$ cat src/design/assert_macros.svh
// ----------------------------------------------------------------------------
// assert_macros.svh
// concurrent assertion shorthands shared by the line edit buffer rtl
// ----------------------------------------------------------------------------
`ifndef ASSERT_MACROS_SVH
`define ASSERT_MACROS_SVH

// condition holds at every clock edge outside reset
`define ASSERT_ALWAYS(lbl, clk, rst, cond, msg) \
   lbl: assert property (@(posedge clk) disable iff (rst) (cond)) else $error(msg);

// antecedent at one edge implies consequent at the next edge
`define ASSERT_NEXT(lbl, clk, rst, ante, cons, msg) \
   lbl: assert property (@(posedge clk) disable iff (rst) (ante) |=> (cons)) else $error(msg);

`endif

$ cat src/design/leib_pkg.sv
// ----------------------------------------------------------------------------
// leib_pkg
// shared types and codes for the line edit input buffer
// ----------------------------------------------------------------------------
`default_nettype none

package leib_pkg;

   // ring size default
   localparam int DEFAULT_BUFFER_DEPTH = 128;

   // request kinds
   localparam logic REQ_RX   = 1'b0;
   localparam logic REQ_READ = 1'b1;

   // result kinds
   localparam logic [1:0] KIND_ECHO  = 2'd0;
   localparam logic [1:0] KIND_DATA  = 2'd1;
   localparam logic [1:0] KIND_EMPTY = 2'd2;

   // character codes
   localparam logic [7:0] CHAR_DEL   = 8'h7F;
   localparam logic [7:0] CHAR_BS    = 8'h08;
   localparam logic [7:0] CHAR_CR    = 8'h0D;
   localparam logic [7:0] CHAR_LF    = 8'h0A;
   localparam logic [7:0] CHAR_SPACE = 8'h20;
   localparam logic [7:0] CHAR_NUL   = 8'h00;

   // result sequence codes held by the emit stage
   localparam logic [2:0] SEQ_ECHO  = 3'd0;
   localparam logic [2:0] SEQ_ERASE = 3'd1;
   localparam logic [2:0] SEQ_NL    = 3'd2;
   localparam logic [2:0] SEQ_READ  = 3'd3;
   localparam logic [2:0] SEQ_EMPTY = 3'd4;

   // input beat
   typedef struct packed {
      logic       req_type;
      logic [7:0] rx_byte;
   } req_beat_type;

   // result beat
   typedef struct packed {
      logic [1:0] out_kind;
      logic [7:0] out_byte;
      logic       last;
      logic       line_committed;
      logic       end_of_line;
   } rsp_beat_type;

   // what one item has left to emit
   typedef struct packed {
      logic [2:0] seq;
      logic [7:0] echo_byte;
   } plan_type;

endpackage

`default_nettype wire

$ cat src/design/line_edit_input_buffer_unit.sv
// ----------------------------------------------------------------------------
// line_edit_input_buffer_unit
// canonical line edit receive buffer: byte ring with read, commit and edit
// pointers, echo generation and committed byte readout
// ----------------------------------------------------------------------------
//   channel | dir | handshake             | payload
//   req     | in  | req_valid / req_ready | req_beat_type (req_type, rx_byte)
//   rsp     | out | rsp_valid / rsp_ready | rsp_beat_type (kind, byte, flags)
//
//   pointers and the ring are updated in the cycle a request beat is taken
//   an item yields 0 to 3 result beats, one per cycle while rsp_ready is high,
//   starting the cycle after it is taken; the result sequencer sets the rate
//   a new request is taken once the last beat of the previous item leaves
//   reset clears the three pointers and the sequencer; the ring needs no clear
//   a stalled rsp holds its beat and blocks the request side after one item
// ----------------------------------------------------------------------------
`default_nettype none
`include "assert_macros.svh"

module line_edit_input_buffer_unit #(
   parameter int BUFFER_DEPTH = leib_pkg::DEFAULT_BUFFER_DEPTH
) (
   input  wire logic                   clock,
   input  wire logic                   reset,
   input  wire logic                   req_valid,
   output logic                        req_ready,
   input  wire leib_pkg::req_beat_type req_data,
   output logic                        rsp_valid,
   input  wire logic                   rsp_ready,
   output leib_pkg::rsp_beat_type      rsp_data
);

   import leib_pkg::*;

   localparam int IDX_W = $clog2(BUFFER_DEPTH);
   localparam int PTR_W = $clog2(2 * BUFFER_DEPTH);
   localparam logic [PTR_W-1:0] DEPTH_P    = PTR_W'(BUFFER_DEPTH);
   localparam logic [PTR_W-1:0] PTR_TOP    = PTR_W'(2 * BUFFER_DEPTH - 1);
   localparam logic [PTR_W:0]   TWO_DEPTH  = (PTR_W + 1)'(2 * BUFFER_DEPTH);
   localparam logic [PTR_W:0]   DEPTH_WIDE = (PTR_W + 1)'(BUFFER_DEPTH);

   logic [PTR_W-1:0] read_ptr_ff, read_ptr_in;
   logic [PTR_W-1:0] commit_ptr_ff, commit_ptr_in;
   logic [PTR_W-1:0] edit_ptr_ff, edit_ptr_in;

   logic       req_fire;
   logic       take_ok;
   logic       is_erase, is_nl, full;
   logic [PTR_W:0] fill, commit_fill;
   logic       load;
   plan_type   plan;
   logic       wr_en, rd_en;
   logic [7:0] wr_data;
   logic [7:0] ram_data;
   logic       nl_fire, cr_beat;

   // pointer helpers, counters wrap at twice the depth
   function automatic logic [PTR_W-1:0] ptr_next(input logic [PTR_W-1:0] p);
      return (p == PTR_TOP) ? '0 : p + PTR_W'(1);
   endfunction

   function automatic logic [PTR_W-1:0] ptr_prev(input logic [PTR_W-1:0] p);
      return (p == '0) ? PTR_TOP : p - PTR_W'(1);
   endfunction

   function automatic logic [IDX_W-1:0] ring_idx(input logic [PTR_W-1:0] p);
      logic [PTR_W-1:0] q;
      q = (p >= DEPTH_P) ? p - DEPTH_P : p;
      return q[IDX_W-1:0];
   endfunction

   function automatic logic [PTR_W:0] ptr_dist(input logic [PTR_W-1:0] hi,
                                               input logic [PTR_W-1:0] lo);
      logic [PTR_W:0] base;
      base = {1'b0, hi} + ((hi < lo) ? TWO_DEPTH : '0);
      return base - {1'b0, lo};
   endfunction

   assign req_ready = take_ok;
   assign req_fire  = req_valid && req_ready;

   // character classes and ring level
   assign is_erase    = (req_data.rx_byte == CHAR_DEL) || (req_data.rx_byte == CHAR_BS);
   assign is_nl       = (req_data.rx_byte == CHAR_CR) || (req_data.rx_byte == CHAR_LF);
   assign fill        = ptr_dist(edit_ptr_ff, read_ptr_ff);
   assign commit_fill = ptr_dist(commit_ptr_ff, read_ptr_ff);
   assign full        = (fill == DEPTH_WIDE);

   // per item decision: pointer moves, ring access, result plan
   always_comb begin
      read_ptr_in    = read_ptr_ff;
      commit_ptr_in  = commit_ptr_ff;
      edit_ptr_in    = edit_ptr_ff;
      load           = 1'b0;
      plan.seq       = SEQ_ECHO;
      plan.echo_byte = req_data.rx_byte;
      wr_en          = 1'b0;
      wr_data        = req_data.rx_byte;
      rd_en          = 1'b0;
      if (req_fire) begin
         if (req_data.req_type == REQ_READ) begin
            load = 1'b1;
            if (read_ptr_ff == commit_ptr_ff) begin
               plan.seq = SEQ_EMPTY;
            end else begin
               plan.seq    = SEQ_READ;
               rd_en       = 1'b1;
               read_ptr_in = ptr_next(read_ptr_ff);
            end
         end else if (is_erase) begin
            if (edit_ptr_ff != commit_ptr_ff) begin
               load        = 1'b1;
               plan.seq    = SEQ_ERASE;
               edit_ptr_in = ptr_prev(edit_ptr_ff);
            end
         end else if (is_nl) begin
            load          = 1'b1;
            plan.seq      = SEQ_NL;
            commit_ptr_in = edit_ptr_ff;
            if (!full) begin
               wr_en         = 1'b1;
               wr_data       = CHAR_LF;
               edit_ptr_in   = ptr_next(edit_ptr_ff);
               commit_ptr_in = ptr_next(edit_ptr_ff);
            end
         end else if ((req_data.rx_byte != CHAR_NUL) && !full) begin
            load        = 1'b1;
            plan.seq    = SEQ_ECHO;
            wr_en       = 1'b1;
            edit_ptr_in = ptr_next(edit_ptr_ff);
         end
      end
   end

   // pointer registers
   always_ff @(posedge clock) begin
      if (reset) begin
         read_ptr_ff   <= '0;
         commit_ptr_ff <= '0;
         edit_ptr_ff   <= '0;
      end else begin
         read_ptr_ff   <= read_ptr_in;
         commit_ptr_ff <= commit_ptr_in;
         edit_ptr_ff   <= edit_ptr_in;
      end
   end

   // line ring
   leib_ram #(
      .WIDTH (8),
      .DEPTH (BUFFER_DEPTH)
   ) u_ring (
      .clock   (clock),
      .wr_en   (wr_en),
      .wr_addr (ring_idx(edit_ptr_ff)),
      .wr_data (wr_data),
      .rd_en   (rd_en),
      .rd_addr (ring_idx(read_ptr_ff)),
      .rd_data (ram_data)
   );

   // result beats
   leib_emit u_emit (
      .clock     (clock),
      .reset     (reset),
      .load      (load),
      .plan      (plan),
      .ram_data  (ram_data),
      .rsp_valid (rsp_valid),
      .rsp_ready (rsp_ready),
      .rsp_data  (rsp_data),
      .take_ok   (take_ok)
   );

   // newline take and the carriage return beat that answers it
   assign nl_fire = req_fire && (req_data.req_type == REQ_RX) && is_nl;
   assign cr_beat = rsp_valid && rsp_data.line_committed && (rsp_data.out_byte == CHAR_CR);

   // ring never holds more than its depth
   `ASSERT_ALWAYS(a_fill_bound, clock, reset, fill <= DEPTH_WIDE, "ring fill beyond depth")

   // committed end lies between read and edit pointers
   `ASSERT_ALWAYS(a_commit_order, clock, reset, commit_fill <= fill, "commit pointer out of order")

   // a newline beat is followed by its committed echo
   `ASSERT_NEXT(a_nl_echo, clock, reset, nl_fire, cr_beat, "newline echo missing")

endmodule

`default_nettype wire

$ cat src/design/leib_ram.sv
// ----------------------------------------------------------------------------
// leib_ram
// generic single write port ram with registered read
// ----------------------------------------------------------------------------
`default_nettype none

module leib_ram #(
   parameter int WIDTH = 8,
   parameter int DEPTH = 128
) (
   input  wire logic                     clock,
   input  wire logic                     wr_en,
   input  wire logic [$clog2(DEPTH)-1:0] wr_addr,
   input  wire logic [WIDTH-1:0]         wr_data,
   input  wire logic                     rd_en,
   input  wire logic [$clog2(DEPTH)-1:0] rd_addr,
   output logic      [WIDTH-1:0]         rd_data
);

   logic [WIDTH-1:0] mem_ff [DEPTH];
   logic [WIDTH-1:0] rd_data_ff;

   // write port
   always_ff @(posedge clock) begin
      if (wr_en) begin
         mem_ff[wr_addr] <= wr_data;
      end
   end

   // registered read port
   always_ff @(posedge clock) begin
      if (rd_en) begin
         rd_data_ff <= mem_ff[rd_addr];
      end
   end

   assign rd_data = rd_data_ff;

endmodule

`default_nettype wire

$ cat src/design/leib_emit.sv
// ----------------------------------------------------------------------------
// leib_emit
// result sequencer: plays out the echo or read beats of one item
// ----------------------------------------------------------------------------
`default_nettype none

module leib_emit (
   input  wire logic                   clock,
   input  wire logic                   reset,
   input  wire logic                   load,
   input  wire leib_pkg::plan_type     plan,
   input  wire logic [7:0]             ram_data,
   output logic                        rsp_valid,
   input  wire logic                   rsp_ready,
   output leib_pkg::rsp_beat_type      rsp_data,
   output logic                        take_ok
);

   import leib_pkg::*;

   logic     valid_ff, valid_in;
   logic [1:0] beat_ff, beat_in;
   plan_type plan_ff, plan_in;
   logic [1:0] beat_count;
   logic       is_last;
   logic       rsp_fire;

   // beats per sequence
   always_comb begin
      case (plan_ff.seq)
         SEQ_ERASE: beat_count = 2'd3;
         SEQ_NL:    beat_count = 2'd2;
         default:   beat_count = 2'd1;
      endcase
   end

   assign is_last  = (beat_ff == beat_count - 2'd1);
   assign rsp_fire = valid_ff && rsp_ready;
   assign take_ok  = !valid_ff || (rsp_fire && is_last);

   // beat payload
   always_comb begin
      rsp_data                = '0;
      rsp_data.last           = is_last;
      case (plan_ff.seq)
         SEQ_ECHO: begin
            rsp_data.out_kind = KIND_ECHO;
            rsp_data.out_byte = plan_ff.echo_byte;
         end
         SEQ_ERASE: begin
            rsp_data.out_kind = KIND_ECHO;
            rsp_data.out_byte = (beat_ff == 2'd1) ? CHAR_SPACE : CHAR_BS;
         end
         SEQ_NL: begin
            rsp_data.out_kind       = KIND_ECHO;
            rsp_data.out_byte       = (beat_ff == 2'd0) ? CHAR_CR : CHAR_LF;
            rsp_data.line_committed = 1'b1;
         end
         SEQ_READ: begin
            rsp_data.out_kind    = KIND_DATA;
            rsp_data.out_byte    = ram_data;
            rsp_data.end_of_line = (ram_data == CHAR_LF);
         end
         default: begin
            rsp_data.out_kind = KIND_EMPTY;
            rsp_data.out_byte = CHAR_NUL;
         end
      endcase
   end

   // sequencer next state
   always_comb begin
      valid_in = valid_ff;
      beat_in  = beat_ff;
      plan_in  = plan_ff;
      if (load) begin
         valid_in = 1'b1;
         beat_in  = 2'd0;
         plan_in  = plan;
      end else if (rsp_fire) begin
         if (is_last) begin
            valid_in = 1'b0;
         end else begin
            beat_in = beat_ff + 2'd1;
         end
      end
   end

   always_ff @(posedge clock) begin
      if (reset) begin
         valid_ff <= 1'b0;
         beat_ff  <= 2'd0;
      end else begin
         valid_ff <= valid_in;
         beat_ff  <= beat_in;
      end
   end

   // plan payload, no reset
   always_ff @(posedge clock) begin
      plan_ff <= plan_in;
   end

   assign rsp_valid = valid_ff;

endmodule

`default_nettype wire

$ cat config.mk
export PLATFORM = sky130hd
export DESIGN_NAME = line_edit_input_buffer_unit
export DESIGN_NICKNAME = d
export VERILOG_FILES = /design/src/design/leib_pkg.sv /design/src/design/line_edit_input_buffer_unit.sv /design/src/design/leib_ram.sv /design/src/design/leib_emit.sv
export VERILOG_INCLUDE_DIRS = /design/src /design/src/design
export SDC_FILE = /design/constraint.sdc
export NUM_CORES = 1
export LEC_CHECK = 0
export ABC_AREA = 1
export BUFFER_PORTS_ARGS = -buffer_cell sky130_fd_sc_hd__buf_4
export CORE_AREA = 2 2 275 277
export DETAILED_ROUTE_END_ITERATION = 8
export DIE_AREA = 0 0 277 279
export PLACE_DENSITY = 0.75
export SETUP_SLACK_MARGIN = 0.5
export SYNTH_ARGS = -nofsm -noshare
export SYNTH_HDL_FRONTEND = slang
export SYNTH_SLANG_ARGS = --single-unit
export TNS_END_PERCENT = 10
$ cat constraint.sdc
create_clock -name clock -period 16.1 [get_ports clock]
set_input_delay 1.61 -clock clock [delete_from_list [all_inputs] [get_ports clock]]
set_output_delay 1.61 -clock clock [all_outputs]
set_load 0.05 [all_outputs]
==> results of run 1 <==
[kinds of logic (layout without fill, tap and decap cells)]
group / count (synthesis) / count (layout) / share of synthesized area [%]
AO/OA/AOI/OAI: 878 / 878 / 11.2
XOR/XNOR: 12 / 12 / 0.238
adder cells (fa/ha/maj): 15 / 15 / 0.443
buffers and inverters: 346 / 356 / 3.12
flip-flops: 1070 / 1070 / 72.3
other: 0 / 1 / 0
AND/OR/NAND/NOR: 1373 / 1373 / 12.7
[registers in the layout, summed over array words and instances, names as in the netlist]
signal            flops
u_ring.mem_ff      1024
u_emit.plan_ff       11
commit_ptr_ff         8
edit_ptr_ff           8
read_ptr_ff           8
u_ring.rd_data        8
u_emit.beat_ff        2
u_emit.rsp_valid      1
[tightest hold or removal path: cells and delay by family (launching register included)]
kind            cells  cell delay (ps)
compound gates      2              160
flops               1              330
[placed cells by master (no fill, tap or decap), types with 27 or more instances in the layout]
cell | Yosys | layout
edfxtp_1 | 1043 | 1043
nor2_1 | 802 | 799
o21ai_0 | 540 | 540
nand2_1 | 327 | 325
nand3_1 | 171 | 171
o22ai_1 | 142 | 142
clkbuf_16 | 0 | 105
o211ai_1 | 99 | 99
inv_1 | 99 | 97
a21oi_1 | 62 | 62
buf_4 | 3 | 59
nand4_1 | 27 | 27
[power by group]
group / internal (mW) / leakage (nW) / switching [mW]
clock: 1.40 / 1.64 / 1.02
sequential: 3.07 / 9.60 / 0.0112
combinational: 0.0564 / 4.84 / 0.212
[metrics by stage]
stage	hold slack [ps]	setup WS [ps]	utilization [%]
finish	536	10590	65.1
global route	555	10400	65.1
CTS	534	10690	65.1
detailed placement	530	10000	60.6
global placement	516	10010	60.6
floorplan	528	9840	-
[final timing paths]
kind                               end              from
setup / recovery  u_ring.mem_ff[48][1]       req_data[7]
hold / removal        u_emit.rsp_valid  u_emit.rsp_valid
setup reg to reg  u_ring.mem_ff[29][0]    read_ptr_ff[0]
hold reg to reg       u_emit.rsp_valid  u_emit.rsp_valid
[layout make-up]
class	count	area (um2)	area share, %
Inverter	106	410	0.851
Sequential cell	1070	31900	66.1
Tap cell	969	1210	2.51
Antenna cell	1	2.50	0.00519
Clock buffer	132	2750	5.70
Clock inverter	57	637	1.32
Timing Repair Buffer	61	483	1.00
Multi-Input combinational cell	2278	10900	22.6
[routing by layer]
layer | track usage [%] | vias to the layer above
met5 | 0 | -
met3 | 6.33 | 290
li1 | - | 13200
met1 | 40.1 | 14300
met4 | 13.0 | 2
met2 | 44.4 | 1804
==> flow_summary.yaml, run 1 <==
status:
  status: "complete, no violations"
worst_hold_path:
  hp-class: "reg -> reg"
  holdPathStages: 2
cts:
  cts_tree: "built"
  clock_path_buffers: 3
  cts_inserted_buffers: 102
  ctsHtreeMaxLevel: 3
  postCtsResizedCells: 0
  cts_root_buffer: "clkbuf_16"
  clock_latency_ps: 670
  postCtsSetupBuffers: 0
  ctsHoldBuffers: 0
  clock-sinks: 1070
  clkTransAtPathRegs_ps: 60
routing:
  drt-pass1-iter-count: 6
  wl_per_cell_um: 24.1
  totalWireLength_mm: 113
  vias: 29600
  wl_met3_mm: 13.0
  via_per_inst: 6.34
  drtIter0Drc: 4484
  met1Wirelength_mm: 43.8
  wl_met2_mm: 51.2
  drc_errors: 0
  routed.top_layer: "met5"
  drtAntennaViolNets: 0
layout:
  area_delta_synth_final_pct: 9.44
  fin_cells: 4674
  nNetsFinal: 3647
  drive_above_1_share_pct: 7.02
  n_fill_cell: 5272
  fin_area_um2: 48300
logic_synthesis:
  yosysTopAreaCell: "edfxtp_1"
  synth_seq_cells: 1070
  synth-main-ff-cell: "edfxtp_1"
  yosysMostFrequentCell: "edfxtp_1"
  netlist_area_um2: 44100
  synth_edf_count: 1043
  avgSynthCellArea_um2: 11.9
  synth.distinct_cells: 41
  synth_cells: 3694
  synth_nets: 3722
  ys_warn_count: 0
  synthArstFlopShare_pct: 0
  netlist_top_cells_area: "edfxtp_1 71%, nor2_1 6.8%, o21ai_0 6.1%"
  ys_seq_area_share_pct: 72.3
  synth_top_area_share_pct: 71.0
  synthTopCellsByCount: "1043 x edfxtp_1, 802 x nor2_1, 540 x o21ai_0"
worst_setup_path:
  cp_num_buf_inv: 3
  cpMaxStageDelayCell: "buf_4"
  end_kind: "register"
  worstSetupPathType: "in -> reg"
  crit_path_max_fanout: 73
  path_cells: "buf_4, buf_4, nor2_1, nand4_1, o31ai_2, nor2_1, nand3_1, a21oi_1, or2_4, buf_4"
  reg2reg_depth: 13
  critPathArrivalTime_ps: 5850
  max_stage_delay_ps: 850
  r2r_slack_ps: 10710
  worst_setup_path_start_kind: "input port"
  path_depth: 10
  crit_family: "buffers and inverters"
  cp.required_ps: 16440
  crit_top_cell: "buf_4"
global_routing:
  grt_max_degree: 233
  overflow: 0
  grt_pass1_vias: 28200
  antenna_found_initial: 2
  grt_pass1_wl_mm: 170
  grtUsageTotal_pct: 28.9
floorplanning:
  start_util_pct: 59.5
  ios: 28
  die_area_um2: 77300
  die_w_um: 277
  core_area_um2: 74100
  die_h_um: 279
  placementRows: 100
timing:
  finalSetupViolCount: 0
  drv_slew: 0
  fin_setup_tns_ps: 0
  max_freq_mhz: 182
  fin_crit_sh_pct: 34.2
  max_slew.worst_pin.slew_ps: 1220
  relSlewSlack_pct: 18.3
  post-route-min-period_ps: 5510
  hold_viol: 0
  rsz0062_at_grt: "false"
  skew_ps: 20.6
placed_design:
  place_inst: 4484
  hpwl_mm: 63.9
  place_area_um2: 44900
  portBuffers: 27
  place_congestion: 0.939
power:
  power.density_nw_per_um2: 119
  finalPower_mw: 5.76
  vdd_drop_max_mv: 0.0739
  p_leak_nw: 16.1
flow_run:
  drv_cap: 0
Note: power is estimated with default switching activity, not from simulation.
==> run 2, diff against run 1 <==
clock period = 5.72 ns   (was 16.1 ns; I/O delays follow)
==> run 2 against run 1 <==
  * Die area is the same
  * Largest cell class unchanged
  * Highest routed layer unchanged
  * Power grew to 2.8 times the previous value
  * Cell area grew 0.20%
==> flow_summary.yaml, run 2 (same netlist as run 1, synthesis figures left out) <==
status:
  status: "complete, no violations"
layout:
  n_fill_cell: 5288
  nNetsFinal: 3658
  top_regs: "u_ring.mem_ff: 1024 flops, u_emit.plan_ff: 11 flops"
  area_delta_synth_final_pct: 9.66
  regMostFlops: "u_ring.mem_ff"
  final_common_cell: "edfxtp_1"
  final_cell_mix: "1043 x edfxtp_1, 799 x nor2_1, 540 x o21ai_0"
  drive_above_1_share_pct: 7.51
  largest_reg_flops: 1024
routing:
  wl_per_cell_um: 25.6
  totalWireLength_mm: 120
  drt-pass1-iter-count: 8
  drtIter0Drc: 4933
  via_per_inst: 6.46
  drc_errors: 0
  drtAntennaViolNets: 0
  vias: 30300
cts:
  postCtsSetupBuffers: 0
  clock_latency_ps: 670
  cts_inserted_buffers: 101
  ctsHtreeMaxLevel: 3
  clock-sinks: 1070
  cts_tree: "built"
  ctsHoldBuffers: 0
  clkTransAtPathRegs_ps: 60
  clock_path_buffers: 3
  postCtsResizedCells: 0
  cts_root_buffer: "clkbuf_16"
worst_setup_path:
  crit_path_max_fanout: 11
  worst_setup_path_start_kind: "register"
  worstSetupPathType: "reg -> reg"
  cpMaxStageDelayCell: "nor2_1"
  critPathArrivalTime_ps: 4440
  r2r_slack_ps: 1560
  path_cells: "clkinv_1, ha_1, inv_1, fa_1, nand3_1, nand2_1, a21oi_1, nand3_1, nor2_4, nand2_4, nand3_4, nor2_2, nand2_1, nor2_1"
  cp.required_ps: 6010
  end_kind: "register"
  reg2reg_depth: 14
  setup.worst_path.end: "u_ring.mem_ff[36][7]"
  worstSetupStartpoint: "edit_ptr_ff[0]"
  max_stage_delay_ps: 620
  timing.rr.start: "edit_ptr_ff[0]"
  r2r_end: "u_ring.mem_ff[36][7]"
floorplanning:
  die_area_um2: 77300
  start_util_pct: 59.5
  core_area_um2: 74100
  ios: 28
  die_w_um: 277
  placementRows: 100
  die_h_um: 279
timing:
  max_slew.worst_pin.slew_ps: 1280
  post-route-min-period_ps: 4160
  finalSetupViolCount: 0
  relSlewSlack_pct: 14.5
  fin_ws_ps: 1560
  skew_ps: 31.7
  drv_slew: 0
  rsz0062_at_grt: "false"
  fin_crit_sh_pct: 72.6
  max_freq_mhz: 241
  whs_ps: 130
  hold_viol: 0
placed_design:
  portBuffers: 27
  hpwl_mm: 69.1
  place_congestion: 0.957
  place_ws_ps: 1670
power:
  p_leak_nw: 16.1
  sequentialPowerShare_pct: 53.5
  p_switching_mw: 3.54
  combPwrFrac_pct: 4.9
  pwr-share-clk_pct: 41.6
  sw_frac_of_total_pct: 21.9
  vdd_drop_max_mv: 0.240
  intPower_mw: 12.7
  power.density_nw_per_um2: 335
global_routing:
  grt_pass1_wl_mm: 176
  grt_max_degree: 248
  grt_pass1_vias: 28600
  antenna_found_initial: 1
  grtUsageTotal_pct: 30.6
  overflow: 0
flow_run:
  drv_cap: 0
worst_hold_path:
  hp-class: "in -> reg"
-- run 2: cell count changes in the layout (fill, tap and decap cells not counted), sizes merged --
cell	before	now
clkinvlp	4	8
clkbuf	132	126
clkinv	41	39
buf	61	73
inv	106	109
-- run 2: how the worst min path moves through the flow --
stage,start,to,slack (ps),cells after the start
after floorplan,read_ptr_ff[3],read_ptr_ff[3],530,2
after global placement,u_emit.rsp_valid,u_emit.rsp_valid,520,2
after detailed placement,u_emit.rsp_valid,u_emit.rsp_valid,540,2
after CTS,req_data[1],u_emit.plan_ff[1],110,1
after global routing,req_data[0],u_emit.plan_ff[0],130,1
final,req_data[0],u_emit.plan_ff[0],130,1
-- run 2: power groups by stage --
| stage | Sequential (mW) | Clock [mW] | Combinational [mW] |
|---|---|---|---|
| after global placement | 8.82 | 0 | 0.774 |
| after global routing | 8.66 | 7.05 | 0.848 |
| final | 8.66 | 6.74 | 0.797 |
| after floorplan | 8.83 | 0 | 0.460 |
| after detailed placement | 8.82 | 0 | 0.773 |
| after CTS | 8.66 | 6.76 | 0.778 |
-- run 2: final cells by class --
class	count	area, um2	area share, %
antenna	1	2.50	0.00518
multi-input combinational	2278	10900	22.5
timing repair buffer	73	636	1.31
tap	969	1210	2.51
inverter	106	410	0.849
clock buffer	126	2660	5.51
sequential	1070	31900	65.9
clock inverter	62	667	1.38
-- run 2: critical path, delay by kind of cell, from the launching register on --
kind                     cells  cell delay (ps)
AO/OA/AOI/OAI                1               60
AND/OR/NAND/NOR              9             2170
adder cells (fa/ha/maj)      2              560
buffers and inverters        2              470
flip-flops                   1              530
-- run 2: through the flow --
| stage | power (mW) | TNS [ps] | instance area (um2) | util [%] | instances |
|---|---|---|---|---|---|
| final | 16.2 | 0 | 48300 | 65.3 | 4685 |
| after global routing | 16.6 | 0 | 48300 | 65.3 | 4684 |
| after global placement | 9.60 | 0 | 45000 | 60.8 | 4496 |
| after detailed placement | 9.60 | 0 | 45000 | 60.8 | 4496 |
| after floorplan | 9.29 | -65860 | 44100 | - | 3694 |
| after CTS | 16.2 | 0 | 48300 | 65.3 | 4684 |
-- run 2: layer usage --
layer / global-route usage (%) / share of wire [%]
met2: 48.0 / 46
met4: 12.5 / 4.0
met5: 0 / 0.011
met3: 7.36 / 12
met1: 41.7 / 37
